File: src/hw/rtl/lmdm_pkg.sv
// ----------------------------------------------------------------------------
// lmdm_pkg
// Shared types, bus codes and constants of the lamp matrix duty monitor.
// ----------------------------------------------------------------------------
package lmdm_pkg;

	localparam int ADDR_W       = 4;
	localparam int DATA_W       = 8;
	localparam int STROBE_W     = 10;
	localparam int CNT_W        = 6;
	localparam int WIN_W        = 7;
	localparam int ROW_IDX_W    = 4;
	localparam int LAMPS_PER_ROW = 8;
	localparam int DEFAULT_ROWS = 10;

	localparam logic [ADDR_W-1:0]   ADDR_STROBE      = 4'd8;
	localparam logic [ADDR_W-1:0]   ADDR_AUX_STROBE  = 4'd9;
	localparam logic [ADDR_W-1:0]   ADDR_DRIVE       = 4'd10;
	localparam logic [STROBE_W-1:0] FRAME_END_STROBE = 10'd512;
	localparam logic [CNT_W-1:0]    CNT_MAX          = 6'd63;
	localparam logic [WIN_W-1:0]    WINDOW_RESET     = 7'd40;

	typedef logic [CNT_W-1:0] cnt_t;
	typedef cnt_t [LAMPS_PER_ROW-1:0] row_cnt_t;

	// lowest set strobe bit, zero when no bit is set
	function automatic logic [ROW_IDX_W-1:0] lowest_set(input logic [STROBE_W-1:0] v);
		logic [ROW_IDX_W-1:0] p;
		p = '0;
		for (int i = STROBE_W - 1; i >= 0; i--) begin
			if (v[i]) p = ROW_IDX_W'(i);
		end
		return p;
	endfunction

endpackage

File: src/hw/rtl/lmdm_if.sv
// ----------------------------------------------------------------------------
// lmdm interfaces
// Valid/ready channels: snooped bus writes, row count results, window config.
// ----------------------------------------------------------------------------
interface lmdm_bus_if;
	import lmdm_pkg::*;
	logic              valid;
	logic              ready;
	logic [ADDR_W-1:0] bus_address;
	logic [DATA_W-1:0] bus_data_byte;
	modport source (output valid, output bus_address, output bus_data_byte, input ready);
	modport sink   (input valid, input bus_address, input bus_data_byte, output ready);
endinterface

interface lmdm_row_if;
	import lmdm_pkg::*;
	logic                 valid;
	logic                 ready;
	logic [ROW_IDX_W-1:0] row_index;
	logic [CNT_W-1:0]     count_bit7;
	logic [CNT_W-1:0]     count_bit6;
	logic [CNT_W-1:0]     count_bit5;
	logic [CNT_W-1:0]     count_bit4;
	logic [CNT_W-1:0]     count_bit3;
	logic [CNT_W-1:0]     count_bit2;
	logic [CNT_W-1:0]     count_bit1;
	logic [CNT_W-1:0]     count_bit0;
	logic                 last_row;
	modport source (output valid, output row_index, output count_bit7, output count_bit6,
		output count_bit5, output count_bit4, output count_bit3, output count_bit2,
		output count_bit1, output count_bit0, output last_row, input ready);
	modport sink   (input valid, input row_index, input count_bit7, input count_bit6,
		input count_bit5, input count_bit4, input count_bit3, input count_bit2,
		input count_bit1, input count_bit0, input last_row, output ready);
endinterface

interface lmdm_cfg_if;
	import lmdm_pkg::*;
	logic             valid;
	logic             ready;
	logic [WIN_W-1:0] data;
	modport source (output valid, output data, input ready);
	modport sink   (input valid, input data, output ready);
endinterface

File: src/hw/rtl/lamp_matrix_duty_monitor_core.sv
// ----------------------------------------------------------------------------
// lamp_matrix_duty_monitor_core
// Lamp duty monitor for a snooped lamp-matrix bus.
//
// in_bus takes one snooped write per beat (bus_address, bus_data_byte); a
// beat is accepted in every cycle that in_bus.ready is high, the strobe,
// row and counter state being updated in the cycle of acceptance. A drive
// write under the frame-end strobe adds every lit lamp to its saturating
// counter. When the frame count reaches window_frames minus one, the
// counters are copied into a row buffer and cleared; out_rows then carries
// ROWS beats, row 0 first, the next cycle after the closing input beat, one
// row per cycle while out_rows.ready is high. A stall on out_rows holds the
// head row; in_bus keeps taking beats during streaming except beats that
// could close another window, which wait until the last row is taken. cfg
// writes window_frames (always ready). Reset clears strobe, rows, counters
// and frame count and sets window_frames to 40; no clearing pass is needed.
// ----------------------------------------------------------------------------
module lamp_matrix_duty_monitor_core #(
	parameter int ROWS = lmdm_pkg::DEFAULT_ROWS
) (
	input logic        clk,
	input logic        arst_n,
	lmdm_bus_if.sink   in_bus,
	lmdm_cfg_if.sink   cfg,
	lmdm_row_if.source out_rows
);
	import lmdm_pkg::*;

	logic [WIN_W-1:0] window_q;
	logic             in_ready, accept, emit, emit_free;
	row_cnt_t         snap [ROWS];

	assign cfg.ready    = 1'b1;
	assign in_bus.ready = in_ready;
	assign accept       = in_bus.valid && in_ready;

	always_ff @(posedge clk or negedge arst_n) begin
		if (!arst_n) begin
			window_q <= WINDOW_RESET;
		end else if (cfg.valid) begin
			window_q <= cfg.data;
		end
	end

	lmdm_tracker #(.ROWS(ROWS)) u_tracker (
		.clk       (clk),
		.arst_n    (arst_n),
		.accept    (accept),
		.addr      (in_bus.bus_address),
		.data      (in_bus.bus_data_byte),
		.window    (window_q),
		.emit_free (emit_free),
		.ready     (in_ready),
		.emit      (emit),
		.snap      (snap)
	);

	lmdm_emitter #(.ROWS(ROWS)) u_emitter (
		.clk    (clk),
		.arst_n (arst_n),
		.load   (emit),
		.snap   (snap),
		.free   (emit_free),
		.out    (out_rows)
	);

	a_emit_into_free_buffer: assert property (@(posedge clk) disable iff (!arst_n)
		emit |-> emit_free)
		else $error("window emitted while row buffer busy");

	a_rows_continue: assert property (@(posedge clk) disable iff (!arst_n)
		(out_rows.valid && out_rows.ready && !out_rows.last_row) |=> out_rows.valid)
		else $error("row stream ended before last row");

	a_restart_at_row0: assert property (@(posedge clk) disable iff (!arst_n)
		(out_rows.valid && out_rows.ready && out_rows.last_row)
		|=> (!out_rows.valid || out_rows.row_index == '0))
		else $error("new window does not start at row 0");

	a_emit_shows_row0: assert property (@(posedge clk) disable iff (!arst_n)
		emit |=> (out_rows.valid && out_rows.row_index == '0))
		else $error("emitted window not presented");

endmodule

File: src/hw/rtl/lmdm_tracker.sv
// ----------------------------------------------------------------------------
// lmdm_tracker
// Strobe and row registers, lamp counters and frame count; raises a window
// emit with a snapshot of the counters on the beat that closes a window.
// ----------------------------------------------------------------------------
module lmdm_tracker #(
	parameter int ROWS = lmdm_pkg::DEFAULT_ROWS
) (
	input  logic                          clk,
	input  logic                          arst_n,
	input  logic                          accept,
	input  logic [lmdm_pkg::ADDR_W-1:0]   addr,
	input  logic [lmdm_pkg::DATA_W-1:0]   data,
	input  logic [lmdm_pkg::WIN_W-1:0]    window,
	input  logic                          emit_free,
	output logic                          ready,
	output logic                          emit,
	output lmdm_pkg::row_cnt_t            snap [ROWS]
);
	import lmdm_pkg::*;

	logic [STROBE_W-1:0]  strobe_q, strobe_d;
	logic [DATA_W-1:0]    row_q [ROWS];
	logic [DATA_W-1:0]    row_d [ROWS];
	row_cnt_t             cnt_q [ROWS];
	logic [CNT_W-1:0]     frame_q, frame_d, frame_inc;
	logic [WIN_W-1:0]     target;
	logic [ROW_IDX_W-1:0] pos;
	logic                 wr, drive_wr, frame_end, hit;

	assign wr        = accept && (data != '0);
	assign drive_wr  = wr && (addr == ADDR_DRIVE);
	assign pos       = lowest_set(strobe_q);
	assign frame_end = drive_wr && (strobe_q == FRAME_END_STROBE);
	assign target    = window - WIN_W'(1);
	assign frame_inc = frame_q + CNT_W'(1);
	assign frame_d   = frame_end ? frame_inc : frame_q;
	assign hit       = ({1'b0, frame_d} == target);
	assign emit      = accept && hit;

	// a window may close on this beat: hold off while rows are still streaming
	assign ready = emit_free || !(({1'b0, frame_q} == target) || ({1'b0, frame_inc} == target));

	always_comb begin
		strobe_d = strobe_q;
		if (wr && addr == ADDR_STROBE) begin
			strobe_d = {2'b00, data};
		end else if (wr && addr == ADDR_AUX_STROBE) begin
			strobe_d = {data[1:0], strobe_q[7:0]};
		end
	end

	always_comb begin
		for (int r = 0; r < ROWS; r++) begin
			row_d[r] = row_q[r];
			if (drive_wr && pos == ROW_IDX_W'(r)) begin
				row_d[r] = (strobe_q == '0) ? '0 : data;
			end
			for (int b = 0; b < LAMPS_PER_ROW; b++) begin
				snap[r][b] = cnt_q[r][b];
				if (frame_end && row_d[r][b] && cnt_q[r][b] != CNT_MAX) begin
					snap[r][b] = cnt_q[r][b] + CNT_W'(1);
				end
			end
		end
	end

	always_ff @(posedge clk or negedge arst_n) begin
		if (!arst_n) begin
			strobe_q <= '0;
			frame_q  <= '0;
			for (int r = 0; r < ROWS; r++) begin
				row_q[r] <= '0;
				cnt_q[r] <= '0;
			end
		end else if (accept) begin
			strobe_q <= strobe_d;
			frame_q  <= hit ? '0 : frame_d;
			for (int r = 0; r < ROWS; r++) begin
				row_q[r] <= row_d[r];
				cnt_q[r] <= hit ? '0 : snap[r];
			end
		end
	end

endmodule

File: src/hw/rtl/lmdm_emitter.sv
// ----------------------------------------------------------------------------
// lmdm_emitter
// Row buffer that takes a counter snapshot and streams it one row per beat.
// ----------------------------------------------------------------------------
module lmdm_emitter #(
	parameter int ROWS = lmdm_pkg::DEFAULT_ROWS
) (
	input  logic               clk,
	input  logic               arst_n,
	input  logic               load,
	input  lmdm_pkg::row_cnt_t snap [ROWS],
	output logic               free,
	lmdm_row_if.source         out
);
	import lmdm_pkg::*;

	row_cnt_t             buf_q [ROWS];
	logic                 valid_q;
	logic [ROW_IDX_W-1:0] row_q;
	logic                 last, take;

	assign last = (row_q == ROW_IDX_W'(ROWS - 1));
	assign take = valid_q && out.ready;
	assign free = !valid_q || (take && last);

	assign out.valid      = valid_q;
	assign out.row_index  = row_q;
	assign out.last_row   = last;
	assign out.count_bit7 = buf_q[0][7];
	assign out.count_bit6 = buf_q[0][6];
	assign out.count_bit5 = buf_q[0][5];
	assign out.count_bit4 = buf_q[0][4];
	assign out.count_bit3 = buf_q[0][3];
	assign out.count_bit2 = buf_q[0][2];
	assign out.count_bit1 = buf_q[0][1];
	assign out.count_bit0 = buf_q[0][0];

	always_ff @(posedge clk or negedge arst_n) begin
		if (!arst_n) begin
			valid_q <= 1'b0;
			row_q   <= '0;
		end else if (load) begin
			valid_q <= 1'b1;
			row_q   <= '0;
		end else if (take) begin
			valid_q <= !last;
			row_q   <= row_q + ROW_IDX_W'(1);
		end
	end

	// shift toward the head row
	always_ff @(posedge clk) begin
		if (load) begin
			for (int r = 0; r < ROWS; r++) buf_q[r] <= snap[r];
		end else if (take) begin
			for (int r = 0; r < ROWS - 1; r++) buf_q[r] <= buf_q[r + 1];
		end
	end

endmodule
File: src/flat_wrapper.sv
// flat-port wrapper written by rule: the top's interface ports become plain ports
module lamp_matrix_duty_monitor_core_flat import lmdm_pkg::*;
#(
	parameter int ROWS = lmdm_pkg::DEFAULT_ROWS
)
  (clk, arst_n, in_bus_valid, in_bus_bus_address, in_bus_bus_data_byte, in_bus_ready, cfg_valid, cfg_data, cfg_ready, out_rows_valid, out_rows_row_index, out_rows_count_bit7, out_rows_count_bit6, out_rows_count_bit5, out_rows_count_bit4, out_rows_count_bit3, out_rows_count_bit2, out_rows_count_bit1, out_rows_count_bit0, out_rows_last_row, out_rows_ready);
  lmdm_bus_if in_bus_i ();
  lmdm_cfg_if cfg_i ();
  lmdm_row_if out_rows_i ();
  input logic clk;
  input logic arst_n;
  input wire logic [$bits(in_bus_i.valid)-1:0] in_bus_valid;
  input wire logic [$bits(in_bus_i.bus_address)-1:0] in_bus_bus_address;
  input wire logic [$bits(in_bus_i.bus_data_byte)-1:0] in_bus_bus_data_byte;
  output wire logic [$bits(in_bus_i.ready)-1:0] in_bus_ready;
  input wire logic [$bits(cfg_i.valid)-1:0] cfg_valid;
  input wire logic [$bits(cfg_i.data)-1:0] cfg_data;
  output wire logic [$bits(cfg_i.ready)-1:0] cfg_ready;
  output wire logic [$bits(out_rows_i.valid)-1:0] out_rows_valid;
  output wire logic [$bits(out_rows_i.row_index)-1:0] out_rows_row_index;
  output wire logic [$bits(out_rows_i.count_bit7)-1:0] out_rows_count_bit7;
  output wire logic [$bits(out_rows_i.count_bit6)-1:0] out_rows_count_bit6;
  output wire logic [$bits(out_rows_i.count_bit5)-1:0] out_rows_count_bit5;
  output wire logic [$bits(out_rows_i.count_bit4)-1:0] out_rows_count_bit4;
  output wire logic [$bits(out_rows_i.count_bit3)-1:0] out_rows_count_bit3;
  output wire logic [$bits(out_rows_i.count_bit2)-1:0] out_rows_count_bit2;
  output wire logic [$bits(out_rows_i.count_bit1)-1:0] out_rows_count_bit1;
  output wire logic [$bits(out_rows_i.count_bit0)-1:0] out_rows_count_bit0;
  output wire logic [$bits(out_rows_i.last_row)-1:0] out_rows_last_row;
  input wire logic [$bits(out_rows_i.ready)-1:0] out_rows_ready;
  assign in_bus_i.valid = in_bus_valid;
  assign in_bus_i.bus_address = in_bus_bus_address;
  assign in_bus_i.bus_data_byte = in_bus_bus_data_byte;
  assign in_bus_ready = in_bus_i.ready;
  assign cfg_i.valid = cfg_valid;
  assign cfg_i.data = cfg_data;
  assign cfg_ready = cfg_i.ready;
  assign out_rows_valid = out_rows_i.valid;
  assign out_rows_row_index = out_rows_i.row_index;
  assign out_rows_count_bit7 = out_rows_i.count_bit7;
  assign out_rows_count_bit6 = out_rows_i.count_bit6;
  assign out_rows_count_bit5 = out_rows_i.count_bit5;
  assign out_rows_count_bit4 = out_rows_i.count_bit4;
  assign out_rows_count_bit3 = out_rows_i.count_bit3;
  assign out_rows_count_bit2 = out_rows_i.count_bit2;
  assign out_rows_count_bit1 = out_rows_i.count_bit1;
  assign out_rows_count_bit0 = out_rows_i.count_bit0;
  assign out_rows_last_row = out_rows_i.last_row;
  assign out_rows_i.ready = out_rows_ready;
  lamp_matrix_duty_monitor_core #(.ROWS(ROWS)) u_core (.clk(clk), .arst_n(arst_n), .in_bus(in_bus_i), .cfg(cfg_i), .out_rows(out_rows_i));
endmodule
File: config.mk
export PLATFORM = sky130hd
export DESIGN_NAME = lamp_matrix_duty_monitor_core_flat
export DESIGN_NICKNAME = d
export VERILOG_FILES = /design/src/hw/rtl/lmdm_pkg.sv /design/src/hw/rtl/lmdm_if.sv /design/src/hw/rtl/lamp_matrix_duty_monitor_core.sv /design/src/hw/rtl/lmdm_tracker.sv /design/src/hw/rtl/lmdm_emitter.sv /design/src/flat_wrapper.sv
export SDC_FILE = /design/constraint.sdc
export NUM_CORES = 2
export LEC_CHECK = 0
export BUFFER_PORTS_ARGS = -buffer_cell sky130_fd_sc_hd__buf_4
export CORE_ASPECT_RATIO = 1.5
export CORE_MARGIN = 4
export CORE_UTILIZATION = 35
export CTS_CLUSTER_DIAMETER = 80
export CTS_CLUSTER_SIZE = 10
export DETAILED_ROUTE_END_ITERATION = 10
export GPL_ROUTABILITY_DRIVEN = 0
export PLACE_DENSITY = 0.46
export SETUP_SLACK_MARGIN = 0.3
export SLEW_MARGIN = 10
export SYNTH_ARGS = -nofsm -noshare
export SYNTH_HDL_FRONTEND = slang
export SYNTH_HIERARCHICAL = 1
export SYNTH_SLANG_ARGS = --single-unit
File: constraint.sdc
create_clock -name clk -period 27.2 [get_ports clk]
set_input_delay 2.72 -clock clk [delete_from_list [all_inputs] [get_ports clk]]
set_output_delay 2.72 -clock clk [all_outputs]
set_load 0.01 [all_outputs]
==> results.json <==
{
  "status": "complete, no violations",
  "ctsResizeCount": 0,
  "reg2reg_from": "u_core/window_q[0]",
  "die_w_um": 325,
  "nets": 4315,
  "hold_slack_ps": 485,
  "cts_buffers": 117,
  "crit_path_end_kind": "flip-flop",
  "relSlewSlack_pct": 22.0,
  "route.detailed.drc": 0,
  "setup_slack_ps": 17420,
  "start_util_pct": 35.3,
  "drv_cap": 0,
  "die_h_um": 484,
  "pre_cts_slack_ps": 16500,
  "clockBufferDepth": 3,
  "core_area_um2": 150000,
  "synth-edff-count": 480,
  "n_fill_cell": 14300,
  "synth.distinct_cells": 67,
  "dp_hpwl_mm": 76.8,
  "ant_nets": 0,
  "holdPathStages": 2,
  "final_hold_viol_count": 0,
  "power.leakage_uw": 0.0256,
  "antenna_found_initial": 3,
  "syn_inst": 4173,
  "cts_hold_buf": 0,
  "synth-async-reset-ratio_pct": 54.8,
  "post_cts_buffers": 0,
  "rsz0062_at_grt": "no",
  "grt_pass1_vias": 33800,
  "yosys-top-cells-area": "dfrtp_1 (27%), edfxtp_1 (27%), mux2_4 (11%)",
  "setup_tns_ps": 0,
  "avgViaCountPerCell": 5.05,
  "ys_warn_count": 6,
  "pin_count": 80,
  "cts_tree": "built",
  "endpoint": "u_core/u_emitter/buf_q[0][31]",
  "finalCriticalPeriod_ps": 9780,
  "drt_iter0_drc": 1508,
  "setup_viol_count_final": 0,
  "path_class": "input port to flip-flop",
  "powerDensity_nw_per_um2": 66.7,
  "num_rows": 174,
  "grt-ovfl-total": 0,
  "cp-startpoint": "out_rows_ready",
  "ir_drop_uv": 53.2,
  "floorplan.die_area_um2": 158000,
  "clock_sinks": 1063,
  "reg2reg_slack_ps": 18620,
  "synth-seq-cells": 1063,
  "wl_per_cell_um": 20.0,
  "vias": 31500,
  "instances_no_fill": 6239,
  "critPathLaunchType": "input port",
  "drt_wl_total_mm": 125,
  "syn_to_final_growth_pct": 10.3,
  "fmax_ghz": 0.102,
  "grt_pass1_wl_mm": 197,
  "worstPathMaxFanout": 45,
  "netlist.area_leader.share_pct": 27.5,
  "post-route-period-util_pct": 35.9,
  "root_buffer": "clkbuf_16",
  "placed_cells": 6024,
  "worst_slew_pin_slew_ps": 1170,
  "worstPathArrival_ps": 10230,
  "hold_path.class": "flip-flop to flip-flop",
  "maxSlewViolCount": 0,
  "synth_area_um2": 52900,
  "syn_area_per_cell_um2": 12.7,
  "syn-num-nets": 4281,
  "yosysTopAreaCell": "dfrtp_1",
  "required_ps": 27650,
  "clk_latency_ps": 720,
  "grt_use_total_pct": 15.8,
  "drive_above_1_share_pct": 20.6,
  "fin_skew_ps": 19.8,
  "yosysSeqAreaShare_pct": 54.8,
  "htreeDepth": 3,
  "path_clk_slew_ps": 60,
  "numPortBuffers": 78,
  "r2r-end": "u_core/u_emitter/buf_q[0][31]",
  "grt_max_degree": 153,
  "ys.flop_type": "dfrtp_1",
  "firstDrtPassIters": 5,
  "r2r_cells": 19
}
## power breakdown
part	internal, uW	leakage (uW)	switching, uW
sequential	1860	0.0126	68.8
clock	824	0.00163	652
combinational	220	0.0114	266
total	2900	0.0256	986
## sequential cells by signal, summed over array words and instances (netlist names)
register,cells
u_core/u_tracker/row_q,75
u_core/u_emitter/out.row_index,4
u_core/window_q,7
u_core/u_emitter/buf_q,480
u_core/u_tracker/strobe_q,10
u_core/u_emitter/out.valid,1
u_core/u_tracker/cnt_q,480
u_core/u_tracker/frame_q,6
## cells in the final DEF (no fill, tap or decap), types with 5 or more instances in the layout
cell         n
nor4_1      14
mux2i_1     29
clkbuf_16  117
mux2_2     206
nand3_1    283
nor3b_1      5
a21boi_0    14
buf_4      128
xor2_1     107
nand2_1    288
mux2_4     388
nor3_1      65
a21o_1       6
o21ai_0     82
o211ai_1    19
or3_1        8
a22o_1      28
and4_1      18
and2_1     326
xnor2_1    169
and3_1     103
o21a_1      11
o2bb2ai_1   48
nand4_1     88
a211oi_1    13
inv_1       55
nor2_1     176
dfrtp_1    581
edfxtp_1   480
a21oi_1     59
clkbuf_1    86
a31oi_1     57
o31ai_1      6
ha_1        84
nand2b_1    25
nor2b_1     53
or2_2        9
## logic make-up after synthesis
kind of cell,Yosys count,share of synthesized area [%]
multiplexers,623,16.0
XOR/XNOR,277,4.62
buffers and inverters,273,3.20
flip-flops,1063,54.8
AO/OA/AOI/OAI,360,4.56
adder cells (fa/ha/maj),84,1.99
other,1,0.00709
AND/OR/NAND/NOR,1492,14.8
## synthesized netlist by cell type (6+ instances only)
cell type,n
dfrtp_1,581
edfxtp_1,480
mux2_4,388
and2_1,327
nand2_1,288
nand3_1,285
mux2_2,206
nor2_1,178
xnor2_1,169
xor2_1,107
and3_1,105
clkbuf_1,104
nand4_1,88
ha_1,84
o21ai_0,82
nor3_1,67
a21oi_1,59
a31oi_1,57
inv_1,55
nor2b_1,53
buf_4,49
o2bb2ai_1,48
buf_8,30
mux2i_1,29
a22o_1,28
nand2b_1,26
o211ai_1,19
and4_1,18
a21boi_0,14
nor4_1,14
a211oi_1,13
buf_2,11
buf_6,11
o21a_1,11
buf_1,9
or2_2,9
or3_1,8
a21o_1,6
o31ai_1,6
## per-stage QoR
step / util, % / power [uW] / instance area (um^2)
after floorplan: - / 2400 / 52900
after global placement: 36.6 / 2460 / 54900
after detailed placement: 36.6 / 2460 / 54900
after CTS: 38.9 / 3970 / 58400
after global routing: 38.9 / 4070 / 58400
final: 38.9 / 3890 / 58400
## layout make-up
type	instances	area (um^2)	area share (%)
sequential	1063	29000	49.7
multi-input combinational	2837	22300	38.1
clock buffer	203	3250	5.57
tap	1936	2420	4.15
timing repair buffer	132	1040	1.78
inverter	56	213	0.365
clock inverter	11	173	0.296
antenna	1	2.50	0.00429
## worst min-delay path by stage
stage | slack [ps] | startpoint | end
after floorplan | 450 | u_core/u_tracker/row_q[4] | u_core/u_tracker/row_q[4]
after global placement | 460 | u_core/u_tracker/row_q[11] | u_core/u_tracker/row_q[11]
after detailed placement | 470 | u_core/u_tracker/row_q[4] | u_core/u_tracker/row_q[4]
after CTS | 490 | u_core/u_tracker/row_q[4] | u_core/u_tracker/row_q[4]
after global routing | 530 | u_core/u_tracker/row_q[9] | u_core/u_tracker/row_q[9]
final | 480 | u_core/u_tracker/row_q[4] | u_core/u_tracker/row_q[4]
## routing by layer
layer | vias up | wire [um] | share of wire, % | global-route usage [%]
met4 | 0 | 2970 | 2.4 | 4.69
li1 | 15100 | - | - | -
met5 | - | 0 | 0 | 0
met2 | 449 | 62300 | 50 | 27.8
met3 | 187 | 3920 | 3.1 | 2.13
met1 | 15800 | 55400 | 44 | 20.1
## critical path, cell delays in order
cell	delay (ps)
buf_4	90
inv_1	40
o31ai_1	730
nor2b_1	140
o21ai_0	150
and2_4	540
and3b_1	250
o211a_1	260
and3_4	420
mux2i_1	300
xnor2_1	260
nand3_4	530
nor2_4	750
or2_4	840
buf_4	810
buf_4	770
mux2_2	410
No activity file was read; power rests on OpenSTA's default activity.
